**src/rtl/core/utt_pkg.sv**
```systemverilog
// ----------------------------------------------------------------------------
// utt_pkg
// Shared types, constants and the UTF-8 byte selection function used by the
// front classifier and the back serializer of the UTF-16 to UTF-8 transcoder.
// ----------------------------------------------------------------------------
package utt_pkg;

	// default depth of the queue between front and back
	localparam int UTT_QUEUE_DEPTH = 2;

	// code point width: 20 bits of surrogate payload plus 0x10000
	localparam int UTT_CP_W = 21;

	// configuration register indexes
	localparam logic UTT_REG_BIG_ENDIAN   = 1'b0;
	localparam logic UTT_REG_STOP_AT_NULL = 1'b1;

	// index of the last byte of an encoded code point (byte count minus one)
	localparam logic [1:0] UTT_LEN1 = 2'd0;
	localparam logic [1:0] UTT_LEN2 = 2'd1;
	localparam logic [1:0] UTT_LEN3 = 2'd2;
	localparam logic [1:0] UTT_LEN4 = 2'd3;

	// one classified item waiting for the serializer
	typedef struct packed {
		logic [UTT_CP_W-1:0] cp;
		logic [1:0]          last_idx;
		logic                eos;
	} utt_entry_t;

	// byte number idx of the UTF-8 form of cp, whose length is given by last_idx
	function automatic logic [7:0] utt_byte(input logic [UTT_CP_W-1:0] cp,
		input logic [1:0] last_idx, input logic [1:0] idx);
		logic [7:0] b;
		b = {2'b10, cp[5:0]};
		case (last_idx)
			UTT_LEN1: b = {1'b0, cp[6:0]};
			UTT_LEN2: begin
				if (idx == 2'd0) b = {3'b110, cp[10:6]};
				else b = {2'b10, cp[5:0]};
			end
			UTT_LEN3: begin
				case (idx)
					2'd0:    b = {4'b1110, cp[15:12]};
					2'd1:    b = {2'b10, cp[11:6]};
					default: b = {2'b10, cp[5:0]};
				endcase
			end
			UTT_LEN4: begin
				case (idx)
					2'd0:    b = {5'b11110, cp[20:18]};
					2'd1:    b = {2'b10, cp[17:12]};
					2'd2:    b = {2'b10, cp[11:6]};
					default: b = {2'b10, cp[5:0]};
				endcase
			end
			default: b = {2'b10, cp[5:0]};
		endcase
		return b;
	endfunction

endpackage

```
**src/rtl/core/utt_front.sv**
```systemverilog
// ----------------------------------------------------------------------------
// utt_front
// Accepts code units, applies byte order, pairs surrogates and classifies
// each code point by UTF-8 length before pushing it into the queue.
// ----------------------------------------------------------------------------
module utt_front (
	input  logic                clk,
	input  logic                arst_n,
	input  logic                cfg_we,
	input  logic                cfg_index,
	input  logic                cfg_data,
	input  logic                in_valid,
	output logic                in_ready,
	input  logic [7:0]          first_byte,
	input  logic [7:0]          second_byte,
	input  logic                q_full,
	output logic                push,
	output utt_pkg::utt_entry_t push_entry
);
	import utt_pkg::*;

	logic                big_endian_q;
	logic                stop_at_null_q;
	logic                pending_q;
	logic [9:0]          held_q;
	logic [15:0]         unit;
	logic                is_high;
	logic                accept;
	logic [UTT_CP_W-1:0] cp;

	// configuration registers
	always_ff @(posedge clk or negedge arst_n) begin
		if (!arst_n) begin
			big_endian_q   <= 1'b0;
			stop_at_null_q <= 1'b0;
		end else if (cfg_we) begin
			case (cfg_index)
				UTT_REG_BIG_ENDIAN:   big_endian_q   <= cfg_data;
				UTT_REG_STOP_AT_NULL: stop_at_null_q <= cfg_data;
				default:              ;
			endcase
		end
	end

	// unit assembly and surrogate detection
	assign unit     = big_endian_q ? {first_byte, second_byte} : {second_byte, first_byte};
	assign is_high  = (unit[15:10] == 6'b110110);
	assign in_ready = !q_full;
	assign accept   = in_valid && in_ready;

	// code point: paired surrogate or plain unit
	always_comb begin
		if (pending_q) cp = {1'b0, held_q, unit[9:0]} + 21'h10000;
		else cp = {5'd0, unit};
	end

	// classification by encoded length
	always_comb begin
		push_entry.cp  = cp;
		push_entry.eos = !pending_q && (unit == 16'd0) && stop_at_null_q;
		if (cp < 21'h80) push_entry.last_idx = UTT_LEN1;
		else if (cp < 21'h800) push_entry.last_idx = UTT_LEN2;
		else if (cp < 21'h10000) push_entry.last_idx = UTT_LEN3;
		else push_entry.last_idx = UTT_LEN4;
	end

	// a lone high surrogate is only held
	assign push = accept && (pending_q || !is_high);

	// surrogate hold state
	always_ff @(posedge clk or negedge arst_n) begin
		if (!arst_n) begin
			pending_q <= 1'b0;
			held_q    <= 10'd0;
		end else if (accept) begin
			if (pending_q) begin
				pending_q <= 1'b0;
				held_q    <= 10'd0;
			end else if (is_high) begin
				pending_q <= 1'b1;
				held_q    <= unit[9:0];
			end
		end
	end

endmodule

```
**src/rtl/core/utt_queue.sv**
```systemverilog
// ----------------------------------------------------------------------------
// utt_queue
// Short first-in first-out queue of classified items between the front
// classifier and the back serializer.
// ----------------------------------------------------------------------------
module utt_queue #(
	parameter int DEPTH = utt_pkg::UTT_QUEUE_DEPTH
) (
	input  logic                clk,
	input  logic                arst_n,
	input  logic                push,
	input  utt_pkg::utt_entry_t push_entry,
	output logic                full,
	input  logic                pop,
	output logic                head_valid,
	output utt_pkg::utt_entry_t head_entry
);
	import utt_pkg::*;

	localparam int AW = $clog2(DEPTH);
	localparam int CW = $clog2(DEPTH + 1);

	utt_entry_t    mem_q [DEPTH];
	logic [AW-1:0] wr_ptr_q;
	logic [AW-1:0] rd_ptr_q;
	logic [CW-1:0] count_q;

	assign full       = (count_q == CW'(DEPTH));
	assign head_valid = (count_q != '0);
	assign head_entry = mem_q[rd_ptr_q];

	// entry storage
	always_ff @(posedge clk) begin
		if (push) mem_q[wr_ptr_q] <= push_entry;
	end

	// pointers and fill count
	always_ff @(posedge clk or negedge arst_n) begin
		if (!arst_n) begin
			wr_ptr_q <= '0;
			rd_ptr_q <= '0;
			count_q  <= '0;
		end else begin
			if (push) wr_ptr_q <= (wr_ptr_q == AW'(DEPTH - 1)) ? '0 : wr_ptr_q + AW'(1);
			if (pop) rd_ptr_q <= (rd_ptr_q == AW'(DEPTH - 1)) ? '0 : rd_ptr_q + AW'(1);
			if (push && !pop) count_q <= count_q + CW'(1);
			else if (pop && !push) count_q <= count_q - CW'(1);
		end
	end

`ifndef NO_ASSERTIONS
	a_count_bound: assert property (@(posedge clk) disable iff (!arst_n)
		count_q <= CW'(DEPTH))
		else $error("queue count above depth");
	a_no_pop_empty: assert property (@(posedge clk) disable iff (!arst_n)
		pop |-> head_valid)
		else $error("queue popped while empty");
	a_push_grows: assert property (@(posedge clk) disable iff (!arst_n)
		(push && !pop) |=> count_q == $past(count_q) + CW'(1))
		else $error("queue count did not follow push");
`endif

endmodule

```
**src/rtl/core/utt_back.sv**
```systemverilog
// ----------------------------------------------------------------------------
// utt_back
// Serializer: takes classified items from the queue and sends their UTF-8
// bytes one per cycle through a registered output stage when out is ready.
// ----------------------------------------------------------------------------
module utt_back (
	input  logic                clk,
	input  logic                arst_n,
	input  logic                head_valid,
	input  utt_pkg::utt_entry_t head_entry,
	output logic                pop,
	output logic                out_valid,
	input  logic                out_ready,
	output logic [7:0]          utf8_byte,
	output logic                last_of_run,
	output logic                end_of_string
);
	import utt_pkg::*;

	utt_entry_t cur_q;
	logic       cur_valid_q;
	logic [1:0] idx_q;
	logic       out_valid_q;
	logic [7:0] byte_q;
	logic       last_q;
	logic       eos_q;
	logic       advance;
	logic       last_now;

	// one byte moves into the output register when it is free or drained
	assign advance  = cur_valid_q && (!out_valid_q || out_ready);
	assign last_now = (idx_q == cur_q.last_idx);
	assign pop      = head_valid && (!cur_valid_q || (advance && last_now));

	// current item and byte index
	always_ff @(posedge clk or negedge arst_n) begin
		if (!arst_n) begin
			cur_valid_q <= 1'b0;
			idx_q       <= 2'd0;
		end else if (pop) begin
			cur_valid_q <= 1'b1;
			idx_q       <= 2'd0;
		end else if (advance) begin
			idx_q <= idx_q + 2'd1;
			if (last_now) cur_valid_q <= 1'b0;
		end
	end

	always_ff @(posedge clk) begin
		if (pop) cur_q <= head_entry;
	end

	// output stage
	always_ff @(posedge clk or negedge arst_n) begin
		if (!arst_n) begin
			out_valid_q <= 1'b0;
		end else if (advance) begin
			out_valid_q <= 1'b1;
		end else if (out_ready) begin
			out_valid_q <= 1'b0;
		end
	end

	always_ff @(posedge clk) begin
		if (advance) begin
			byte_q <= utt_byte(cur_q.cp, cur_q.last_idx, idx_q);
			last_q <= last_now;
			eos_q  <= cur_q.eos;
		end
	end

	assign out_valid     = out_valid_q;
	assign utf8_byte     = byte_q;
	assign last_of_run   = last_q;
	assign end_of_string = eos_q;

`ifndef NO_ASSERTIONS
	a_eos_single: assert property (@(posedge clk) disable iff (!arst_n)
		(out_valid_q && eos_q) |-> (last_q && byte_q == 8'd0))
		else $error("end marker not a single zero item");
	a_idx_bound: assert property (@(posedge clk) disable iff (!arst_n)
		cur_valid_q |-> (idx_q <= cur_q.last_idx))
		else $error("byte index past item length");
	a_no_loss: assert property (@(posedge clk) disable iff (!arst_n)
		(out_valid_q && !out_ready) |-> !advance)
		else $error("output overwritten while stalled");
`endif

endmodule

```
**src/rtl/core/utf16_to_utf8_transcoder.sv**
```systemverilog
// ----------------------------------------------------------------------------
// utf16_to_utf8_transcoder
// UTF-16 code units in, UTF-8 bytes out, with surrogate pairing and an
// optional end-of-string marker on a zero unit.
//
//   channel  | handshake             | payload
//   ---------+-----------------------+-------------------------------------
//   in       | in_valid / in_ready   | first_byte, second_byte
//   out      | out_valid / out_ready | utf8_byte, last_of_run, end_of_string
//   cfg      | cfg_we                | cfg_index, cfg_data
//
// An item sends its UTF-8 bytes (1 to 4) one per cycle while out_ready is
// high, through the single-byte output register; a high surrogate is held
// and gives no byte. An item passes the queue, cur_q and the output register.
// Reset clears configuration, surrogate hold, queue and output stage.
// The queue lets input keep flowing for QUEUE_DEPTH items while out stalls.
// ----------------------------------------------------------------------------
module utf16_to_utf8_transcoder #(
	parameter int QUEUE_DEPTH = utt_pkg::UTT_QUEUE_DEPTH
) (
	input  logic       clk,
	input  logic       arst_n,
	input  logic       cfg_we,
	input  logic       cfg_index,
	input  logic       cfg_data,
	input  logic       in_valid,
	output logic       in_ready,
	input  logic [7:0] first_byte,
	input  logic [7:0] second_byte,
	output logic       out_valid,
	input  logic       out_ready,
	output logic [7:0] utf8_byte,
	output logic       last_of_run,
	output logic       end_of_string
);
	import utt_pkg::*;

	logic       q_full;
	logic       push;
	utt_entry_t push_entry;
	logic       pop;
	logic       head_valid;
	utt_entry_t head_entry;

	// classifier
	utt_front u_front (
		.clk         (clk),
		.arst_n      (arst_n),
		.cfg_we      (cfg_we),
		.cfg_index   (cfg_index),
		.cfg_data    (cfg_data),
		.in_valid    (in_valid),
		.in_ready    (in_ready),
		.first_byte  (first_byte),
		.second_byte (second_byte),
		.q_full      (q_full),
		.push        (push),
		.push_entry  (push_entry)
	);

	// decoupling queue
	utt_queue #(
		.DEPTH (QUEUE_DEPTH)
	) u_queue (
		.clk        (clk),
		.arst_n     (arst_n),
		.push       (push),
		.push_entry (push_entry),
		.full       (q_full),
		.pop        (pop),
		.head_valid (head_valid),
		.head_entry (head_entry)
	);

	// serializer
	utt_back u_back (
		.clk           (clk),
		.arst_n        (arst_n),
		.head_valid    (head_valid),
		.head_entry    (head_entry),
		.pop           (pop),
		.out_valid     (out_valid),
		.out_ready     (out_ready),
		.utf8_byte     (utf8_byte),
		.last_of_run   (last_of_run),
		.end_of_string (end_of_string)
	);

endmodule

```
**config.mk**
```make
export PLATFORM = sky130hd
export DESIGN_NAME = utf16_to_utf8_transcoder
export DESIGN_NICKNAME = d
export VERILOG_FILES = /design/src/rtl/core/utt_pkg.sv /design/src/rtl/core/utt_front.sv /design/src/rtl/core/utt_queue.sv /design/src/rtl/core/utt_back.sv /design/src/rtl/core/utf16_to_utf8_transcoder.sv
export SDC_FILE = /design/constraint.sdc
export NUM_CORES = 1
export LEC_CHECK = 0
export ABC_AREA = 1
export BUFFER_PORTS_ARGS = -buffer_cell sky130_fd_sc_hd__buf_2
export CAP_MARGIN = 15
export CORE_UTILIZATION = 45
export CTS_CLUSTER_DIAMETER = 60
export CTS_CLUSTER_SIZE = 20
export DETAILED_ROUTE_END_ITERATION = 8
export PLACE_DENSITY = 0.7
export SETUP_SLACK_MARGIN = 0.3
export SLEW_MARGIN = 5
export SYNTH_ARGS = -nofsm -noshare
export SYNTH_HDL_FRONTEND = slang
export SYNTH_HIERARCHICAL = 1
export SYNTH_SLANG_ARGS = --single-unit
```
**constraint.sdc**
```tcl
create_clock -name clk -period 3.6 [get_ports clk]
set_input_delay 0.18 -clock clk [delete_from_list [all_inputs] [get_ports clk]]
set_output_delay 0.18 -clock clk [all_outputs]
set_load 0.01 [all_outputs]
```
==> results.md, run 1 <==
- Outcome: completed
- Arrival time at the worst endpoint: 2.58 ns
- CTS root buf: clkbuf_8
- WL met2: 4380 um
- RSZ-0062 raised after global routing: no
- Post-DR vias/cell: 5.15
- Number of iterations in the first detailed-routing pass: 4
- Crit path largest cell delay: 0.79 ns
- Core area: 0.0105 sq mm
- Synth Area in Simple Gates: 18.3%
- Synth Area in Adders: 1.52%
- Clk_skew: 0.0156 ns
- Worst EP required: 3.58 ns
- Area leader, netlist: edfxtp_1
- Final net count: 516
- Final setup vio count: 0
- Worst skew pair latency: 0.36 ns
- Most common cell after layout, fill and taps aside: nand2_1
- Final ANT Viol Nets: 0
- Final slew viol count: 0
- Post-DP HPWL: 6360 um
- Routed wl met3: 479 um
- Via Count: 3235
- WL met1: 3820 um
- Min-delay worst type: input pin to flip-flop
- Gpl congestion: 0.836
- Global-route wire length before repair: 14600 um
- Max-cap violations: 0
- DIE AREA: 0.0114 sq mm
- Worst slew pin tran: 0.963 ns
- CTS tree: yes
- Setup crit start kind: flip-flop
- # diodes: 0
- Clk sinks: 103
- Vias in the first global route: 3120
- Number of I/O pins: 35
- Final hold violations: 0
- Largest family of logic cells by synthesized area: simple AND/OR/NAND/NOR gates
- Crit-path max FO: 24
- Highest routed layer: met4
- Cell leakage power: 2.33 nW
- Delay-heaviest family, CP: buffers and inverters
- Commonest non-fill, non-tap cells in the layout: nand2_1 (114), edfxtp_1 (82), inv_1 (51)
- Synth Area in Compound Gates: 5.20%
- Critical setup path kind: flip-flop to flip-flop
- DRT Wirelength: 8890 um
- VDD IR-drop max: 0.293 mV
- Number of remaining DRC errors: 0
- Setup_tns: 0 ns
- Die Y: 107 um
- Multiplexer share of the synthesized area: 6.92%
- Average wire per standard cell: 14.2 um
- Post-CTS setup buffer count: 0
- Largest net degree at the start of global routing: 27
- Chip Width: 107 um
- GRT Util Overall: 16.8%
- XOR/XNOR Fraction of Synth Area: 0.887%
- Worst-path cell chain: nand2_1 -> nand2_2 -> nor2_2 -> nand3_1 -> o21ai_1 -> inv_1 -> nand2_1 -> inv_1
- Mapped Area: 0.00493 sq mm
- Layout fillers: 921
- Mapped Cells: 450
- Buffers from clock root to sink, at most: 2
- GRT Residual Overflow: 0
- Max H-tree Level: 3
- WP buf/inv: 2
- Fin crit share: 72.2%
- Finished Cell Area: 0.00539 sq mm
- Initial Util: 47.2%
- CTS buffer count: 9
- Row count: 37
- Power density cells: 736 mW/mm^2
- Antenna violations before repair: 0
- Post-synthesis sequential area ratio: 60.5%
- Fmax: 0.385 GHz
- Slew headroom: 35.8%
- Clock-pin transition on the worst setup and hold timing paths: 0.10 ns
- Critical path endpoint category: flip-flop
- Critical path's slowest cell: dfrtp_1
- Area delta synth->final: 9.25%
- Fraction of layout cells with a size suffix above 1: 22.0%
- Setup slack, reg-to-reg: 1.00 ns
- Synth Register Bits: 103
- Synth area leaders: edfxtp_1 (50%), dfrtp_1 (11%), nand2_1 (8.7%)
- Share of the synthesized area in the top cell type: 49.9%
- Cell Area, Placed: 0.00520 sq mm
- Syn_nets: 479
- Initial DRC Count: 182
- Number of port buffers: 34
- Ys Warns: 6
- Fin crit period: 2.60 ns
- Distinct cells, synth: 33
- Syn Area/Cell: 11.0 sq um
[synthesized netlist by cell type]
master      n
xor2_1      3
dfrtp_1    21
buf_12      2
mux2_2      5
o21ai_1     8
nand2_1   114
a31oi_1     2
buf_6       3
inv_2       4
nand3b_1    2
inv_4       1
ha_1        6
inv_1      51
o211ai_1    9
nor2_1     15
nand3_1    19
clkbuf_1    1
a21oi_1    15
and2_1      1
nand3_2     1
or2_1       1
nor2_2      6
nand4_1    21
o21ai_0     9
mux2_4     19
edfxtp_1   82
a21oi_4     1
nand2_2    10
nor2_4      1
xnor2_1     2
buf_2       7
nor3_1      4
or2_2       4
[kinds of logic after synthesis]
kind of cell | Yosys count
DFF | 103
and+or+nand+nor | 199
xor gates and xnor gates | 5
AOI/OAI and AO/OA | 44
buffers and inverters | 69
muxes | 24
adders and majority gates | 6
[worst register-to-register path: cells and delay by family (launching register included)]
family	cells	cell delay, ns
buffers and inverters	2	0.82
DFF	1	0.79
and+or+nand+nor	5	0.54
AOI/OAI and AO/OA	1	0.07
[per-stage QoR]
stage | total power, W | setup slack (ns) | hold WS, ns | cells | util [%]
after floorplan | 0.00302 | 0.545 | -0.116 | 450 | -
after global placement | 0.00327 | 1.10 | 0.185 | 611 | 49.7
after detailed placement | 0.00333 | 1.01 | 0.194 | 611 | 49.7
after CTS | 0.00400 | 0.994 | 0.00815 | 628 | 51.5
after global routing | 0.00422 | 0.796 | 0.0306 | 628 | 51.5
final | 0.00397 | 1.00 | 0.0307 | 628 | 51.5
[final cells by class]
class | count | area (sq um) | share of cell area, %
clock buffer | 10 | 138 | 2.55
clock inverter | 6 | 45.0 | 0.835
inverter | 56 | 213 | 3.95
multi-input combinational | 278 | 1630 | 30.2
sequential | 103 | 2990 | 55.4
tap | 136 | 170 | 3.16
timing repair buffer | 39 | 210 | 3.90
[timing repair]
| action | in CTS | in global routing |
|---|---|---|
| resized for setup | 0 | 0 |
| hold endpoints to repair | 21 | 0 |
| hold buffers | 1 | 0 |
[state kept, by name, summed over array words and instances, names as in the netlist]
| register | count |
|---|---|
| u_queue/mem_q | 48 |
| u_back/cur_q | 24 |
| u_front/held_q | 10 |
| u_back/utf8_byte | 8 |
| u_back/idx_q | 2 |
| u_queue/count_q | 2 |
| u_back/cur_valid_q | 1 |
| u_back/end_of_string | 1 |
| u_back/last_of_run | 1 |
| u_back/out_valid | 1 |
| u_front/big_endian_q | 1 |
| u_front/pending_q | 1 |
| u_front/stop_at_null_q | 1 |
| u_queue/rd_ptr_q | 1 |
| u_queue/wr_ptr_q | 1 |
[report_power, final]
group / internal, W / total, W / switching (W)
Combinational: 0.000534 / 0.00136 / 0.000823
Clock: 0.000274 / 0.000666 / 0.000392
Sequential: 0.00177 / 0.00195 / 0.000177
Total: 0.00258 / 0.00397 / 0.00139
[metal layers]
metal / up-vias / track usage [%]
li1: 1604 / -
met1: 1503 / 20.2
met2: 109 / 29.0
met3: 19 / 3.28
met4: 0 / 7.93
met5: - / 0
[path summary, 6_finish.rpt]
kind | start | end | depth (start not counted)
max | u_front/big_endian_q$_DFFE_PN0P_ | u_queue/mem_q[1][13]$_DFFE_PP_ | 8
min | cfg_index | u_front/stop_at_null_q$_DFFE_PN0P_ | 2
max reg2reg | u_front/big_endian_q$_DFFE_PN0P_ | u_queue/mem_q[1][13]$_DFFE_PP_ | 8
min reg2reg | u_back/cur_q[0]$_DFFE_PP_ | u_back/end_of_string$_DFFE_PP_ | 0
max in group asynchronous | arst_n | u_queue/wr_ptr_q$_DFFE_PN0P_ | 2
min in group asynchronous | arst_n | u_back/cur_valid_q$_DFFE_PN0P_ | 2
Note: power is estimated with default switching activity, not from simulation.
==> inputs of run 2 (changes only) <==
==> constraint.sdc (replaced) <==
create_clock -name clk -period 2.53 [get_ports clk]
set_input_delay 0.1265 -clock clk [delete_from_list [all_inputs] [get_ports clk]]
set_output_delay 0.1265 -clock clk [all_outputs]
set_load 0.01 [all_outputs]
==> run 2 against run 1 <==
  * Cell count grew 1.4%
  * Fmax grew 26%
  * Via count shrank 0.68%
  * Sequential power grew 42%
  * Clock power grew 61%
  * Global-route usage grew 0.29 points
  * Non-clock buffer count grew 9
  * Combinational power grew 49%
  * Cell area grew 2.5%
  * Clock skew is essentially flat
  * Die area is the same
==> results.md, run 2 (same netlist as run 1, synthesis figures left out) <==
- Buffers from clock root to sink, at most: 2
- RSZ-0062 raised after global routing: no
- Setup_tns: 0 ns
- Fin crit share: 81.7%
- Via Count: 3213
- Average wire per standard cell: 14.1 um
- Worst slew pin tran: 0.533 ns
- Row count: 37
- Worst flop-to-flop path startpoint: u_front/big_endian_q$_DFFE_PN0P_
- Commonest non-fill, non-tap cells in the layout: nand2_1 (114), edfxtp_1 (82), inv_1 (51)
- VDD IR-drop max: 0.450 mV
- Worst hold start: out_ready
- Post-CTS setup buffer count: 0
- Antenna violations before repair: 0
- Max-cap violations: 0
- Cell leakage power: 2.40 nW
- Worst EP required: 2.78 ns
- GRT Util Overall: 17.1%
- Fin crit period: 2.07 ns
- Min-delay worst type: input pin to flip-flop
- Slew headroom: 64.5%
- GRT Residual Overflow: 0
- CTS root buf: clkbuf_8
- Worst skew pair latency: 0.36 ns
- Initial Util: 47.2%
- Clock-pin transition on the worst setup and hold timing paths: 0.10 ns
- Final setup vio count: 0
- Final ANT Viol Nets: 0
- Worst slack at placement: 0.378 ns
- # diodes: 0
- Global-route wire length before repair: 14800 um
- DRT Wirelength: 9000 um
- Critical path endpoint category: flip-flop
- Reg2reg path depth: 12
- Biggest register: u_queue/mem_q
- Fmax: 0.484 GHz
- Clk sinks: 103
- Max H-tree Level: 3
- Fraction of layout cells with a size suffix above 1: 22.6%
- CTS tree: yes
- Power density cells: 1060 mW/mm^2
- Most common cell after layout, fill and taps aside: nand2_1
- Core area: 0.0105 sq mm
- Vias in the first global route: 3096
- Layout fillers: 914
- Die Y: 107 um
- Critical R2R Capture: u_queue/count_q[1]$_DFFE_PN0P_
- Clk_skew: 0.0152 ns
- Final worst slack: 0.463 ns
- Arrival time at the worst endpoint: 2.32 ns
- Post-DP HPWL: 6510 um
- Max reg flops: 48
- Outcome: completed
- Post-Layout Cell Count: 637
- Number of I/O pins: 35
- Final net count: 525
- Largest net degree at the start of global routing: 27
- Number of remaining DRC errors: 0
- Hold path cells: 4
- Chip Width: 107 um
- CTS buffer count: 9
- Crit-path max FO: 15
- Critical setup path kind: flip-flop to flip-flop
- Initial DRC Count: 140
- Final slew viol count: 0
- Final hold violations: 0
- Number of port buffers: 34
- Dpl cells: 617
- Setup crit start kind: flip-flop
- Setup slack, reg-to-reg: 0.46 ns
- Post-DR vias/cell: 5.04
- Number of iterations in the first detailed-routing pass: 5
- Regs by FF count: u_queue/mem_q (48), u_back/cur_q (24), u_front/held_q (10)
- Gpl congestion: 0.837
- Hold EP: u_back/out_valid$_DFFE_PN0P_
- Area delta synth->final: 11.9%
- DIE AREA: 0.0114 sq mm
[run 2: power by group]
part | switching, W | leakage (nW) | total, W | internal (W)
Sequential | 0.000250 | 1.02 | 0.00276 | 0.00251
Combinational | 0.00119 | 1.27 | 0.00202 | 0.000835
Clock | 0.000520 | 0.107 | 0.00107 | 0.000554
[run 2: worst max-delay path by stage]
stage,start,end,slack (ns)
floorplan,u_back/cur_valid_q$_DFFE_PN0P_,u_queue/count_q[1]$_DFFE_PN0P_,0.26
global placement,u_front/big_endian_q$_DFFE_PN0P_,u_queue/count_q[1]$_DFFE_PN0P_,0.43
detailed placement,u_front/big_endian_q$_DFFE_PN0P_,u_queue/count_q[1]$_DFFE_PN0P_,0.38
CTS,u_front/big_endian_q$_DFFE_PN0P_,u_queue/count_q[1]$_DFFE_PN0P_,0.37
global route,u_front/big_endian_q$_DFFE_PN0P_,u_queue/count_q[1]$_DFFE_PN0P_,0.31
finish,u_front/big_endian_q$_DFFE_PN0P_,u_queue/count_q[1]$_DFFE_PN0P_,0.46
[run 2: worst max-delay path, cell delays in order (launching register included)]
cell and delay (ns):
dfrtp_2 0.51, buf_4 0.21, nand2_1 0.08, nand2_2 0.08
nor2_2 0.14, nand3_1 0.12, o21ai_1 0.14, inv_1 0.09
ha_1 0.33, inv_1 0.08, nand3_1 0.08, nand2_1 0.06
nand2_1 0.04
[run 2: through the flow]
step	utilization, %	hold WS [ns]	power [W]	area, sq um
global route	52.8	0.0274	0.00624	5520
floorplan	-	-0.169	0.00431	4950
finish	52.8	0.0312	0.00586	5520
CTS	52.8	0.00432	0.00592	5520
detailed placement	50.4	0.144	0.00483	5280
global placement	50.4	0.134	0.00476	5280
[run 2: final cells by class]
class | count | area (sq um) | area share (%)
Clock inverter | 5 | 75.1 | 1.36
Multi-Input combinational cell | 278 | 1640 | 29.6
Timing Repair Buffer | 48 | 310 | 5.62
Sequential cell | 103 | 2990 | 54.1
Inverter | 56 | 213 | 3.85
Tap cell | 136 | 170 | 3.08
Clock buffer | 11 | 131 | 2.38
[run 2: layer usage]
metal / track usage, % / routed length [um]
met5: 0 / 0
met4: 6.26 / 104
met3: 4.44 / 462
met2: 29.1 / 4460
met1: 20.9 / 3980
[run 2: repair_timing]
item                       CTS  global route
gates resized for setup      0             1
setup endpoints to repair    0             1
hold endpoints to repair    23             0
hold buffers                 4             0
